**config.mk**
```make
export PLATFORM = sky130hd
export DESIGN_NAME = hall_six_step_commutator_flat
export DESIGN_NICKNAME = d
export VERILOG_FILES = /design/src/hssc_pkg.sv /design/src/hssc_if.sv /design/src/hall_six_step_commutator.sv /design/src/flat_wrapper.sv
export SDC_FILE = /design/constraint.sdc
export NUM_CORES = 2
export LEC_CHECK = 0
export BUFFER_PORTS_ARGS = -buffer_cell sky130_fd_sc_hd__buf_4
export CORE_MARGIN = 10
export CORE_UTILIZATION = 60
export CTS_CLUSTER_DIAMETER = 120
export DETAILED_ROUTE_END_ITERATION = 10
export GPL_ROUTABILITY_DRIVEN = 0
export PLACE_DENSITY = 0.86
export SLEW_MARGIN = 25
export SYNTH_ARGS = -nofsm -noshare
export SYNTH_HDL_FRONTEND = slang
export SYNTH_SLANG_ARGS = --single-unit
```
**constraint.sdc**
```tcl
create_clock -name i_clk -period 22.3 [get_ports i_clk]
set_input_delay 1.115 -clock i_clk [delete_from_list [all_inputs] [get_ports i_clk]]
set_output_delay 1.115 -clock i_clk [all_outputs]
set_load 0.01 [all_outputs]
```
**src/hssc_pkg.sv**
```systemverilog
package hssc_pkg;

    localparam int CmdW     = 16;
    localparam int DutyW    = 16;
    localparam int TpmW     = 10;
    localparam int RampMsW  = 16;
    localparam int RampW    = 26;
    localparam int SlopeW   = 32;
    localparam int PosW     = 32;
    localparam int SecW     = 3;
    localparam int ModeW    = 2;
    localparam int MagW     = 10;
    localparam int DivW     = 32;
    localparam int DivSteps = DivW;
    localparam int DivCntW  = $clog2(DivSteps);
    localparam int MulAW    = 32;
    localparam int MulBW    = 26;
    localparam int CfgIdxW  = 1;
    localparam int CfgDataW = 16;
    localparam int CmdLimit = 1000;

    localparam logic [CfgIdxW-1:0] CfgMaxDuty    = 1'b0;
    localparam logic [CfgIdxW-1:0] CfgTicksPerMs = 1'b1;

    localparam logic [DutyW-1:0] MaxDutyReset = 16'd1000;
    localparam logic [TpmW-1:0]  TpmReset     = 10'd10;
    // ceil(2^36 / 1000): divide a 26-bit product by 1000 with one multiply and a shift
    localparam logic [MulAW-1:0] DutyRecip    = 32'd68719477;
    localparam int               DutyShift    = 36;

    typedef enum logic [2:0] {
        OpTick,
        OpSetPwm,
        OpStartRamp,
        OpEnable,
        OpDisable,
        OpClearPos
    } t_op;

    typedef enum logic [ModeW-1:0] {
        ModeFloat,
        ModeLow,
        ModePwm
    } t_mode;

    localparam logic [1:0] PhaseY = 2'd0;
    localparam logic [1:0] PhaseB = 2'd1;
    localparam logic [1:0] PhaseG = 2'd2;

    typedef struct packed {
        t_mode y;
        t_mode b;
        t_mode g;
    } t_modes;

    function automatic logic [SecW-1:0] hall_sector(input logic a, input logic b,
                                                    input logic c);
        logic [SecW-1:0] s;
        case ({a, b, c})
            3'b001:  s = 3'd1;
            3'b010:  s = 3'd5;
            3'b011:  s = 3'd6;
            3'b100:  s = 3'd3;
            3'b101:  s = 3'd2;
            3'b110:  s = 3'd4;
            default: s = 3'd0;
        endcase
        return s;
    endfunction

    function automatic logic [1:0] pwm_phase(input logic [SecW-1:0] sec, input logic fwd);
        logic [1:0] p;
        if (fwd) begin
            case (sec)
                3'd1:    p = PhaseG;
                3'd2:    p = PhaseY;
                3'd3:    p = PhaseY;
                3'd4:    p = PhaseB;
                3'd5:    p = PhaseB;
                3'd6:    p = PhaseG;
                default: p = PhaseY;
            endcase
        end else begin
            case (sec)
                3'd1:    p = PhaseB;
                3'd2:    p = PhaseB;
                3'd3:    p = PhaseG;
                3'd4:    p = PhaseG;
                3'd5:    p = PhaseY;
                3'd6:    p = PhaseY;
                default: p = PhaseY;
            endcase
        end
        return p;
    endfunction

    function automatic t_mode phase_mode(input logic [1:0] ph, input logic [1:0] hi,
                                         input logic [1:0] lo);
        t_mode m;
        if (ph == hi) begin
            m = ModePwm;
        end else if (ph == lo) begin
            m = ModeLow;
        end else begin
            m = ModeFloat;
        end
        return m;
    endfunction

    function automatic t_modes drive_modes(input logic [SecW-1:0] sec, input logic fwd);
        logic [1:0] hi;
        logic [1:0] lo;
        t_modes     m;
        hi  = pwm_phase(sec, fwd);
        lo  = pwm_phase(sec, !fwd);
        m.y = phase_mode(PhaseY, hi, lo);
        m.b = phase_mode(PhaseB, hi, lo);
        m.g = phase_mode(PhaseG, hi, lo);
        return m;
    endfunction

endpackage

```
**src/hssc_if.sv**
```systemverilog
interface hssc_in_if;
    logic                                 valid;
    logic                                 ready;
    logic [2:0]                           op;
    logic                                 hall_a;
    logic                                 hall_b;
    logic                                 hall_c;
    logic signed [hssc_pkg::CmdW-1:0]     pwm_value;
    logic [hssc_pkg::RampMsW-1:0]         ramp_ms;

    modport source (output valid, op, hall_a, hall_b, hall_c, pwm_value, ramp_ms,
                    input ready);
    modport sink (input valid, op, hall_a, hall_b, hall_c, pwm_value, ramp_ms,
                  output ready);
endinterface

interface hssc_out_if;
    logic                                 valid;
    logic                                 ready;
    logic [hssc_pkg::ModeW-1:0]           phase_y_mode;
    logic [hssc_pkg::ModeW-1:0]           phase_b_mode;
    logic [hssc_pkg::ModeW-1:0]           phase_g_mode;
    logic [hssc_pkg::DutyW-1:0]           compare_value;
    logic [hssc_pkg::SecW-1:0]            sector;
    logic signed [hssc_pkg::PosW-1:0]     position_count;
    logic                                 ramp_busy;
    logic signed [hssc_pkg::CmdW-1:0]     user_command;
    logic                                 drive_enabled;

    modport source (output valid, phase_y_mode, phase_b_mode, phase_g_mode, compare_value,
                    sector, position_count, ramp_busy, user_command, drive_enabled,
                    input ready);
    modport sink (input valid, phase_y_mode, phase_b_mode, phase_g_mode, compare_value,
                  sector, position_count, ramp_busy, user_command, drive_enabled,
                  output ready);
endinterface

```
**src/hall_six_step_commutator.sv**
```systemverilog
// Flow: enable, disable, clear and unused ops go from dispatch to the result; a tick decodes
// the sector, after first applying the next command when it steps a ramp; a set pwm rescales
// the duty only for a new command; a zero-length ramp start ends after setup, any other
// runs the 32-step serial slope divider. One item at a time, the next accepted in the cycle
// after a result is loaded; a stalled result holds the block until it is taken.
// Reset: synchronous, active low; drive off, no ramp, position 0, max_duty 1000, tpm 10.
module hall_six_step_commutator (
    input  logic                               i_clk,
    input  logic                               i_rst_n,
    hssc_in_if.sink                            i_item,
    hssc_out_if.source                         o_result,
    input  logic                               i_cfg_we,
    input  logic [hssc_pkg::CfgIdxW-1:0]       i_cfg_idx,
    input  logic [hssc_pkg::CfgDataW-1:0]      i_cfg_data
);

    typedef enum logic [3:0] {
        S_IDLE,
        S_DISPATCH,
        S_RAMP_MUL,
        S_RAMP_CMD,
        S_APPLY,
        S_DUTY_MUL,
        S_DUTY_SCALE,
        S_END_MUL,
        S_SLOPE_SETUP,
        S_DIV,
        S_DIV_DONE,
        S_DECODE,
        S_DONE
    } t_state;

    t_state                           r_state;
    logic [2:0]                       r_op;
    logic                             r_hall_a;
    logic                             r_hall_b;
    logic                             r_hall_c;
    logic [hssc_pkg::CmdW-1:0]        r_pwm_value;
    logic [hssc_pkg::RampMsW-1:0]     r_ramp_ms;
    logic [hssc_pkg::DutyW-1:0]       r_max_duty;
    logic [hssc_pkg::TpmW-1:0]        r_tpm;
    logic                             r_enabled;
    logic                             r_fwd;
    logic [hssc_pkg::DutyW-1:0]       r_duty;
    logic [hssc_pkg::CmdW-1:0]        r_last_cmd;
    logic                             r_ramp_on;
    logic [hssc_pkg::RampW-1:0]       r_count;
    logic [hssc_pkg::RampW-1:0]       r_end;
    logic [hssc_pkg::SlopeW-1:0]      r_slope_mag;
    logic                             r_slope_neg;
    logic [hssc_pkg::CmdW-1:0]        r_ramp_start;
    logic [hssc_pkg::SecW-1:0]        r_prev_sector;
    logic                             r_prev_valid;
    logic [hssc_pkg::PosW-1:0]        r_position;
    logic [hssc_pkg::CmdW-1:0]        r_cmd;
    logic [hssc_pkg::MagW-1:0]        r_mag;
    logic [hssc_pkg::RampW-1:0]       r_prod;
    logic [hssc_pkg::RampW-1:0]       r_rem;
    logic [hssc_pkg::DivW-1:0]        r_quo;
    logic [hssc_pkg::DivCntW-1:0]     r_cnt;
    logic                             r_out_valid;
    hssc_pkg::t_modes                 r_out_modes;
    logic [hssc_pkg::DutyW-1:0]       r_out_cmp;
    logic [hssc_pkg::SecW-1:0]        r_out_sec;
    logic [hssc_pkg::PosW-1:0]        r_out_pos;
    logic                             r_out_busy;
    logic [hssc_pkg::CmdW-1:0]        r_out_cmd;
    logic                             r_out_en;

    logic [hssc_pkg::MulAW-1:0]               mul_a;
    logic [hssc_pkg::MulBW-1:0]               mul_b;
    logic [hssc_pkg::MulAW+hssc_pkg::MulBW-1:0] mul_full;
    logic [hssc_pkg::DivW-1:0]                mul_p;
    logic [hssc_pkg::CmdW:0]                  cmd_ext;
    logic [hssc_pkg::CmdW:0]                  cmd_abs;
    logic [hssc_pkg::MagW-1:0]                cmd_mag;
    logic [hssc_pkg::CmdW:0]                  diff;
    logic [hssc_pkg::CmdW:0]                  diff_abs;
    logic [hssc_pkg::CmdW-1:0]                ramp_r;
    logic [hssc_pkg::CmdW-1:0]                ramp_cmd;
    logic [hssc_pkg::RampW-1:0]               div_dvsr;
    logic [hssc_pkg::RampW:0]                 div_sh;
    logic [hssc_pkg::RampW:0]                 div_sub;
    logic                                     div_ge;
    logic [hssc_pkg::SecW-1:0]                sec;
    logic                                     pos_up;
    logic                                     pos_dn;
    logic                                     is_tick;
    hssc_pkg::t_modes                         modes_now;

    always_comb begin
        mul_a = '0;
        mul_b = '0;
        unique case (r_state)
            S_RAMP_MUL: begin
                mul_a = r_slope_mag;
                mul_b = r_count;
            end
            S_DUTY_MUL: begin
                mul_a = hssc_pkg::MulAW'(r_mag);
                mul_b = hssc_pkg::MulBW'(r_max_duty);
            end
            S_DUTY_SCALE: begin
                mul_a = hssc_pkg::DutyRecip;
                mul_b = r_prod;
            end
            S_END_MUL: begin
                mul_a = hssc_pkg::MulAW'(r_ramp_ms);
                mul_b = hssc_pkg::MulBW'(r_tpm);
            end
            default: begin
                mul_a = '0;
                mul_b = '0;
            end
        endcase
    end

    assign mul_full = mul_a * mul_b;
    assign mul_p    = mul_full[hssc_pkg::DivW-1:0];

    assign cmd_ext = {r_cmd[hssc_pkg::CmdW-1], r_cmd};
    assign cmd_abs = r_cmd[hssc_pkg::CmdW-1] ? (~cmd_ext + 1'b1) : cmd_ext;
    assign cmd_mag = (cmd_abs > (hssc_pkg::CmdW+1)'(hssc_pkg::CmdLimit))
                   ? hssc_pkg::MagW'(hssc_pkg::CmdLimit) : cmd_abs[hssc_pkg::MagW-1:0];

    assign diff     = {r_pwm_value[hssc_pkg::CmdW-1], r_pwm_value}
                    - {r_last_cmd[hssc_pkg::CmdW-1], r_last_cmd};
    assign diff_abs = diff[hssc_pkg::CmdW] ? (~diff + 1'b1) : diff;

    assign ramp_r   = r_quo[31:16] + hssc_pkg::CmdW'(r_quo[15]);
    assign ramp_cmd = r_slope_neg ? (r_ramp_start - ramp_r) : (r_ramp_start + ramp_r);

    assign div_dvsr = r_end;
    assign div_sh   = {r_rem, r_quo[hssc_pkg::DivW-1]};
    assign div_ge   = (div_sh >= {1'b0, div_dvsr});
    assign div_sub  = div_sh - {1'b0, div_dvsr};

    assign sec = hssc_pkg::hall_sector(r_hall_a, r_hall_b, r_hall_c);

    always_comb begin
        pos_up = 1'b0;
        pos_dn = 1'b0;
        if (sec == 3'd1 && r_prev_sector == 3'd6) begin
            pos_up = 1'b1;
        end else if (sec == 3'd6 && r_prev_sector == 3'd1) begin
            pos_dn = 1'b1;
        end else if (sec > r_prev_sector) begin
            pos_up = 1'b1;
        end else if (sec < r_prev_sector) begin
            pos_dn = 1'b1;
        end
    end

    assign is_tick   = (r_op == hssc_pkg::OpTick);
    assign modes_now = hssc_pkg::drive_modes(r_prev_sector, r_fwd);

    always_ff @(posedge i_clk) begin
        if (!i_rst_n) begin
            r_state       <= S_IDLE;
            r_max_duty    <= hssc_pkg::MaxDutyReset;
            r_tpm         <= hssc_pkg::TpmReset;
            r_enabled     <= 1'b0;
            r_fwd         <= 1'b0;
            r_duty        <= '0;
            r_last_cmd    <= '0;
            r_ramp_on     <= 1'b0;
            r_count       <= '0;
            r_end         <= '0;
            r_slope_mag   <= '0;
            r_slope_neg   <= 1'b0;
            r_ramp_start  <= '0;
            r_prev_sector <= '0;
            r_prev_valid  <= 1'b0;
            r_position    <= '0;
            r_out_valid   <= 1'b0;
        end else begin
            if (i_cfg_we) begin
                unique case (i_cfg_idx)
                    hssc_pkg::CfgMaxDuty:    r_max_duty <= i_cfg_data;
                    hssc_pkg::CfgTicksPerMs: r_tpm      <= i_cfg_data[hssc_pkg::TpmW-1:0];
                    default:                 r_tpm      <= r_tpm;
                endcase
            end

            if (o_result.ready && (r_state != S_DONE)) begin
                r_out_valid <= 1'b0;
            end

            unique case (r_state)
                S_IDLE: begin
                    if (i_item.valid) begin
                        r_op        <= i_item.op;
                        r_hall_a    <= i_item.hall_a;
                        r_hall_b    <= i_item.hall_b;
                        r_hall_c    <= i_item.hall_c;
                        r_pwm_value <= i_item.pwm_value;
                        r_ramp_ms   <= i_item.ramp_ms;
                        r_state     <= S_DISPATCH;
                    end
                end
                S_DISPATCH: begin
                    case (r_op)
                        hssc_pkg::OpTick: begin
                            if (r_ramp_on && (r_count > r_end)) begin
                                r_ramp_on <= 1'b0;
                                r_state   <= S_DECODE;
                            end else if (r_ramp_on) begin
                                r_state <= S_RAMP_MUL;
                            end else begin
                                r_state <= S_DECODE;
                            end
                        end
                        hssc_pkg::OpSetPwm: begin
                            r_cmd   <= r_pwm_value;
                            r_state <= S_APPLY;
                        end
                        hssc_pkg::OpStartRamp: begin
                            r_state <= S_END_MUL;
                        end
                        hssc_pkg::OpEnable: begin
                            r_enabled <= 1'b1;
                            r_state   <= S_DONE;
                        end
                        hssc_pkg::OpDisable: begin
                            r_enabled <= 1'b0;
                            r_duty    <= '0;
                            r_ramp_on <= 1'b0;
                            r_state   <= S_DONE;
                        end
                        hssc_pkg::OpClearPos: begin
                            r_position <= '0;
                            r_state    <= S_DONE;
                        end
                        default: begin
                            r_state <= S_DONE;
                        end
                    endcase
                end
                S_RAMP_MUL: begin
                    r_quo   <= mul_p;
                    r_state <= S_RAMP_CMD;
                end
                S_RAMP_CMD: begin
                    r_cmd   <= ramp_cmd;
                    r_count <= r_count + 1'b1;
                    r_state <= S_APPLY;
                end
                S_APPLY: begin
                    if (r_cmd == r_last_cmd) begin
                        r_state <= is_tick ? S_DECODE : S_DONE;
                    end else begin
                        r_last_cmd <= r_cmd;
                        r_fwd      <= ~r_cmd[hssc_pkg::CmdW-1];
                        r_mag      <= cmd_mag;
                        r_state    <= S_DUTY_MUL;
                    end
                end
                S_DUTY_MUL: begin
                    r_prod  <= mul_p[hssc_pkg::RampW-1:0];
                    r_state <= S_DUTY_SCALE;
                end
                S_DUTY_SCALE: begin
                    r_duty  <= mul_full[hssc_pkg::DutyShift +: hssc_pkg::DutyW];
                    r_state <= is_tick ? S_DECODE : S_DONE;
                end
                S_END_MUL: begin
                    r_end   <= mul_p[hssc_pkg::RampW-1:0];
                    r_state <= S_SLOPE_SETUP;
                end
                S_SLOPE_SETUP: begin
                    r_count   <= '0;
                    r_ramp_on <= 1'b1;
                    if (r_end == '0) begin
                        r_ramp_start <= r_pwm_value;
                        r_slope_mag  <= '0;
                        r_slope_neg  <= 1'b0;
                        r_state      <= S_DONE;
                    end else begin
                        r_ramp_start <= r_last_cmd;
                        r_slope_neg  <= diff[hssc_pkg::CmdW];
                        r_quo        <= {diff_abs[hssc_pkg::CmdW-1:0], {hssc_pkg::CmdW{1'b0}}};
                        r_rem        <= '0;
                        r_cnt        <= '0;
                        r_state      <= S_DIV;
                    end
                end
                S_DIV: begin
                    r_rem <= div_ge ? div_sub[hssc_pkg::RampW-1:0] : div_sh[hssc_pkg::RampW-1:0];
                    r_quo <= {r_quo[hssc_pkg::DivW-2:0], div_ge};
                    r_cnt <= r_cnt + 1'b1;
                    if (r_cnt == hssc_pkg::DivCntW'(hssc_pkg::DivSteps - 1)) begin
                        r_state <= S_DIV_DONE;
                    end
                end
                S_DIV_DONE: begin
                    r_slope_mag <= r_quo;
                    r_state     <= S_DONE;
                end
                S_DECODE: begin
                    if (r_prev_valid && pos_up) begin
                        r_position <= r_position + 1'b1;
                    end else if (r_prev_valid && pos_dn) begin
                        r_position <= r_position - 1'b1;
                    end
                    r_prev_sector <= sec;
                    r_prev_valid  <= 1'b1;
                    r_state       <= S_DONE;
                end
                S_DONE: begin
                    if (!r_out_valid || o_result.ready) begin
                        r_out_valid <= 1'b1;
                        if (is_tick && r_enabled && (r_prev_sector != '0)) begin
                            r_out_modes <= modes_now;
                            r_out_cmp   <= r_duty;
                        end else begin
                            r_out_modes <= '{hssc_pkg::ModeFloat, hssc_pkg::ModeFloat,
                                             hssc_pkg::ModeFloat};
                            r_out_cmp   <= '0;
                        end
                        r_out_sec  <= is_tick ? r_prev_sector : '0;
                        r_out_pos  <= r_position;
                        r_out_busy <= r_ramp_on;
                        r_out_cmd  <= r_last_cmd;
                        r_out_en   <= r_enabled;
                        r_state    <= S_IDLE;
                    end
                end
                default: begin
                    r_state <= S_IDLE;
                end
            endcase
        end
    end

    assign i_item.ready            = (r_state == S_IDLE);
    assign o_result.valid          = r_out_valid;
    assign o_result.phase_y_mode   = r_out_modes.y;
    assign o_result.phase_b_mode   = r_out_modes.b;
    assign o_result.phase_g_mode   = r_out_modes.g;
    assign o_result.compare_value  = r_out_cmp;
    assign o_result.sector         = r_out_sec;
    assign o_result.position_count = $signed(r_out_pos);
    assign o_result.ramp_busy      = r_out_busy;
    assign o_result.user_command   = $signed(r_out_cmd);
    assign o_result.drive_enabled  = r_out_en;

endmodule

```
**src/flat_wrapper.sv**
```systemverilog
// flat-port wrapper written by rule: the top's interface ports become plain ports
module hall_six_step_commutator_flat 
  (i_clk, i_rst_n, i_cfg_we, i_cfg_idx, i_cfg_data, i_item_valid, i_item_op, i_item_hall_a, i_item_hall_b, i_item_hall_c, i_item_pwm_value, i_item_ramp_ms, i_item_ready, o_result_valid, o_result_phase_y_mode, o_result_phase_b_mode, o_result_phase_g_mode, o_result_compare_value, o_result_sector, o_result_position_count, o_result_ramp_busy, o_result_user_command, o_result_drive_enabled, o_result_ready);
  hssc_in_if i_item_i ();
  hssc_out_if o_result_i ();
  input  logic i_clk;
  input  logic i_rst_n;
  input  logic i_cfg_we;
  input  logic [hssc_pkg::CfgIdxW-1:0] i_cfg_idx;
  input  logic [hssc_pkg::CfgDataW-1:0] i_cfg_data;
  input wire logic [$bits(i_item_i.valid)-1:0] i_item_valid;
  input wire logic [$bits(i_item_i.op)-1:0] i_item_op;
  input wire logic [$bits(i_item_i.hall_a)-1:0] i_item_hall_a;
  input wire logic [$bits(i_item_i.hall_b)-1:0] i_item_hall_b;
  input wire logic [$bits(i_item_i.hall_c)-1:0] i_item_hall_c;
  input wire logic [$bits(i_item_i.pwm_value)-1:0] i_item_pwm_value;
  input wire logic [$bits(i_item_i.ramp_ms)-1:0] i_item_ramp_ms;
  output wire logic [$bits(i_item_i.ready)-1:0] i_item_ready;
  output wire logic [$bits(o_result_i.valid)-1:0] o_result_valid;
  output wire logic [$bits(o_result_i.phase_y_mode)-1:0] o_result_phase_y_mode;
  output wire logic [$bits(o_result_i.phase_b_mode)-1:0] o_result_phase_b_mode;
  output wire logic [$bits(o_result_i.phase_g_mode)-1:0] o_result_phase_g_mode;
  output wire logic [$bits(o_result_i.compare_value)-1:0] o_result_compare_value;
  output wire logic [$bits(o_result_i.sector)-1:0] o_result_sector;
  output wire logic [$bits(o_result_i.position_count)-1:0] o_result_position_count;
  output wire logic [$bits(o_result_i.ramp_busy)-1:0] o_result_ramp_busy;
  output wire logic [$bits(o_result_i.user_command)-1:0] o_result_user_command;
  output wire logic [$bits(o_result_i.drive_enabled)-1:0] o_result_drive_enabled;
  input wire logic [$bits(o_result_i.ready)-1:0] o_result_ready;
  assign i_item_i.valid = i_item_valid;
  assign i_item_i.op = i_item_op;
  assign i_item_i.hall_a = i_item_hall_a;
  assign i_item_i.hall_b = i_item_hall_b;
  assign i_item_i.hall_c = i_item_hall_c;
  assign i_item_i.pwm_value = i_item_pwm_value;
  assign i_item_i.ramp_ms = i_item_ramp_ms;
  assign i_item_ready = i_item_i.ready;
  assign o_result_valid = o_result_i.valid;
  assign o_result_phase_y_mode = o_result_i.phase_y_mode;
  assign o_result_phase_b_mode = o_result_i.phase_b_mode;
  assign o_result_phase_g_mode = o_result_i.phase_g_mode;
  assign o_result_compare_value = o_result_i.compare_value;
  assign o_result_sector = o_result_i.sector;
  assign o_result_position_count = o_result_i.position_count;
  assign o_result_ramp_busy = o_result_i.ramp_busy;
  assign o_result_user_command = o_result_i.user_command;
  assign o_result_drive_enabled = o_result_i.drive_enabled;
  assign o_result_i.ready = o_result_ready;
  hall_six_step_commutator u_core (.i_clk(i_clk), .i_rst_n(i_rst_n), .i_item(i_item_i), .o_result(o_result_i), .i_cfg_we(i_cfg_we), .i_cfg_idx(i_cfg_idx), .i_cfg_data(i_cfg_data));
endmodule
```
==> results list <==
- Data on the critical path is required at its endpoint by around 23000 ps.
* Clock net sink count: ~430
- Global routing consumed, over all layers together, roughly a third of the routing resources.
* Total area of multi-input combinational cells: between 30000 and 40000 um^2
- fa_1 takes more of the synthesized area than any other cell.
- Share of Yosys cell area claimed by the top area cell type: slightly below 30%
- After detailed routing, the number of remaining DRC violations is 0.
- Counting both buffers and inverters, the worst setup path holds a total of 7.
- # IOs: 137
* Initial DRC count: about 4700
- # resized after CTS: 0
* Maximum frequency from static timing analysis: approximately 96 MHz
* Number of buffers inserted to repair setup after CTS: 0
- Counting stages on the worst path, the most repeated cell is fa_1.
- RSZ-0062 raised after global routing: no
- The die is between 300 and 400 um wide.
- For the worst flop-to-flop path, the logic depth is 28.
- Cells with a size suffix above 1 make up under 10% of the layout.
- In this run, placement finished with an instance count of 6306.
* Number of max-cap violations: 0
* Hold Crit Start: u_core.r_duty[12]
- In this run the tightest slew margin relative to its limit is between 20% and 30%.
* Share of async-settable or async-resettable flops after synthesis: 0%
* WS Path Type: flip-flop to flip-flop
* Worst reg-to-reg setup slack: roughly 12000 ps
- Summing every instance area after synthesis gives approximately 48000 um^2.
- Count of filler cells inserted in the layout: around 6000
- After clock tree synthesis, the clock-pin slew on the worst setup and hold paths is roughly 60 ps.
* Routed Antenna Nets: 0
- Slowest stage delay, CP: 820 ps
- Total wire length: around 150000 um
- The worst setup path is launched from a flip-flop.
- Of all nets on the critical path, the largest fanout is 20.
- Counting every net in the synthesized netlist gives about 6400.
- For this run, the leading register cell type out of synthesis is edfxtp_1.
* Fin nets: ~6400
- End point of the most critical hold path: u_core.r_duty[12]
- The netlist uses 87 different library cells.
- Final worst path period share: between 40 and 50%
* Commonest cells after routing, fill and taps aside: inv_1 (825), nand2_1 (752), fa_1 (709), nor2_1 (649), ha_1 (286)
* Power density cells: slightly below 50 nW/um^2
* Setup total negative slack: 0 ps
* Crit path arrival time: 10980 ps
* Average wire per standard cell: ~23 um
* Count of cell instances traversed by the critical path: 28
- In this run the critical register-to-register path is launched from u_core.r_state[1].
- Total grt overflow: 0
* Leakage: approximately 23 nW
* Clock tree from TritonCTS: built
- In this run, synthesis inferred about 230 flip-flops with an integrated enable.
- Initial core utilization: about three fifths
- Detailed-router iteration count before antenna repair: 8
* Cell count after synthesis: approximately 5300
* RR Endpoint: u_core.r_duty[15]
* Maximum vdd drop: approximately 0.084 mV
- The number of antenna violations at the first check in global routing came to 6.
- Relative to the synthesized area, the layout overhead comes to 7.77%.
- Source-to-sink clock delay at the later pin of the worst-skew pair: around 630 ps
* Crit end category: flip-flop
- In this run, CTS created clock tree buffers numbering between 40 and 50.
- Synthesis inferred between 400 and 500 register bits.
* Maximum number of pins on one net before global-route repair: 85
* Number of buffer cells added on primary ports: around 140
- H-tree depth: 2
- Detailed routing inserted a total of around 40000 vias.
- The tightest min-delay check is of the flip-flop to flip-flop type.
- Min cycle time layout: 10460 ps
* Global-route wire length before repair: around 230000 um
- For this design, the CTS-stage hold fixing added 0 buffers.
- Once layout is complete, the cells apart from fillers number about 6400.
* Per-instance average area after synthesis: ~9 um^2
- Via count of the first global-routing pass: roughly 42000
* Measured slew at the worst slew-check pin: ~1200 ps
- DPL Wire Length: about 110000 um
- Number of pins with negative max-slew slack in the final report: 0
* Sequential cell area fraction in the yosys report: between 20% and 30%
- From bottom edge to top edge, the die measures 302 um.
- The tree is rooted in a clkbuf_16.
* Largest cells by area after synthesis: fa_1 (30%), edfxtp_1 (14%), dfxtp_1 (8.5%)
- After floorplanning, the core was sized to cover 79000 um^2.
* Sequential standard cell area: roughly 11000 um^2
* Family with the most delay on the worst path: adder cells
- The slowest stage of the critical path belongs to the cell a222oi_1.
- The number of endpoints with negative hold slack in the final report came to 0.
* Crit. Startpoint: u_core.r_state[1]
- The floorplan has 103 rows.
- Counting instances, the worst hold path has a depth of 2.
- The die covers 91400 um^2.
* Status: finished clean
* Endpoints failing setup: 0
* Warnings from Yosys: 0
- On the final layout, the worst clock skew is approximately 42 ps.
* Maximum buffer depth of the clock tree: 3
- Average vias per placed instance: between 6 and 7
- Leaving out fill and tap cells, the most frequent cell in the layout is inv_1.
## per-layer routing
metal | share of wire [%] | track usage, % | vias to the layer above | wire (um)
li1 | - | - | 17014 | -
met1 | 34 | 38.3 | 19151 | 50100
met2 | 43 | 49.3 | 3105 | 64400
met3 | 15 | 13.3 | 811 | 22500
met4 | 7.5 | 20.2 | 8 | 11100
met5 | 0.12 | 0.476 | - | 177
## logic make-up after synthesis
| kind of cell | after synthesis | share of synthesized area, % |
|---|---|---|
| compound gates | 751 | 10.4 |
| buf+inv | 1094 | 8.65 |
| simple gates | 1788 | 16.0 |
| mux | 49 | 1.03 |
| flops | 431 | 22.8 |
| xor+xnor | 219 | 4.01 |
| fa+ha+maj | 995 | 37.2 |
## state kept, by name, summed over array words and instances (netlist names), 26 cells and up
name / count
u_core.div_dvsr: 26
u_core.r_position: 32
u_core.r_rem: 26
u_core.o_result.position_count: 32
u_core.r_count: 26
u_core.r_slope_mag: 32
u_core.r_prod: 26
u_core.r_quo: 32
## per-stage QoR
step	instance area, um^2	worst slack, ps	hold WS, ps	util (%)	power (W)
floorplan	47800	13810	408	-	0.00140
detailed placement	49700	12440	440	63.0	0.00163
finish	51500	11840	451	65.2	0.00250
global placement	49700	12640	431	62.9	0.00160
CTS	51400	12390	455	65.1	0.00247
global route	51500	11680	479	65.2	0.00258
## cell type report
class / instances / area share [%]
Tap cell: 1050 / 2.55
Clock inverter: 25 / 0.551
Clock buffer: 67 / 2.75
Inverter: 827 / 6.03
Multi-Input combinational cell: 3802 / 64.0
Timing Repair Buffer: 197 / 2.95
Antenna cell: 8 / 0.0388
Sequential cell: 431 / 21.2
## power by group
part / total (W) / switching (W) / internal (W)
clock: 0.000853 / 0.000355 / 0.000497
combinational: 0.000680 / 0.000464 / 0.000216
sequential: 0.000970 / 0.0000704 / 0.000899
total: 0.00250 / 0.000890 / 0.00161
## worst max path at each step
stage                              to  slack, ps
floorplan           u_core.r_duty[15]      13810
global placement    u_core.r_duty[15]      12640
detailed placement  u_core.r_duty[15]      12440
CTS                 u_core.r_duty[15]      12390
global route        u_core.r_duty[15]      11680
finish              u_core.r_duty[15]      11840
## synth_stat cells, types with 74 or more instances
| cell | count |
|---|---|
| nand2_1 | 754 |
| o21ai_0 | 134 |
| dfxtp_1 | 203 |
| xor2_1 | 74 |
| inv_1 | 825 |
| nor2_1 | 658 |
| xnor2_1 | 145 |
| ha_1 | 286 |
| a21oi_1 | 219 |
| fa_1 | 709 |
| edfxtp_1 | 228 |
| a22oi_1 | 89 |
| clkbuf_1 | 230 |
## worst register-to-register path: cells and delay by family (launching register included)
kind            cells  cell delay (ps)
fa+ha+maj           8             3900
compound gates      6             1820
flops               1              780
simple gates        7             3280
buf+inv             7              610
Power figures use the tool's default switching activity.
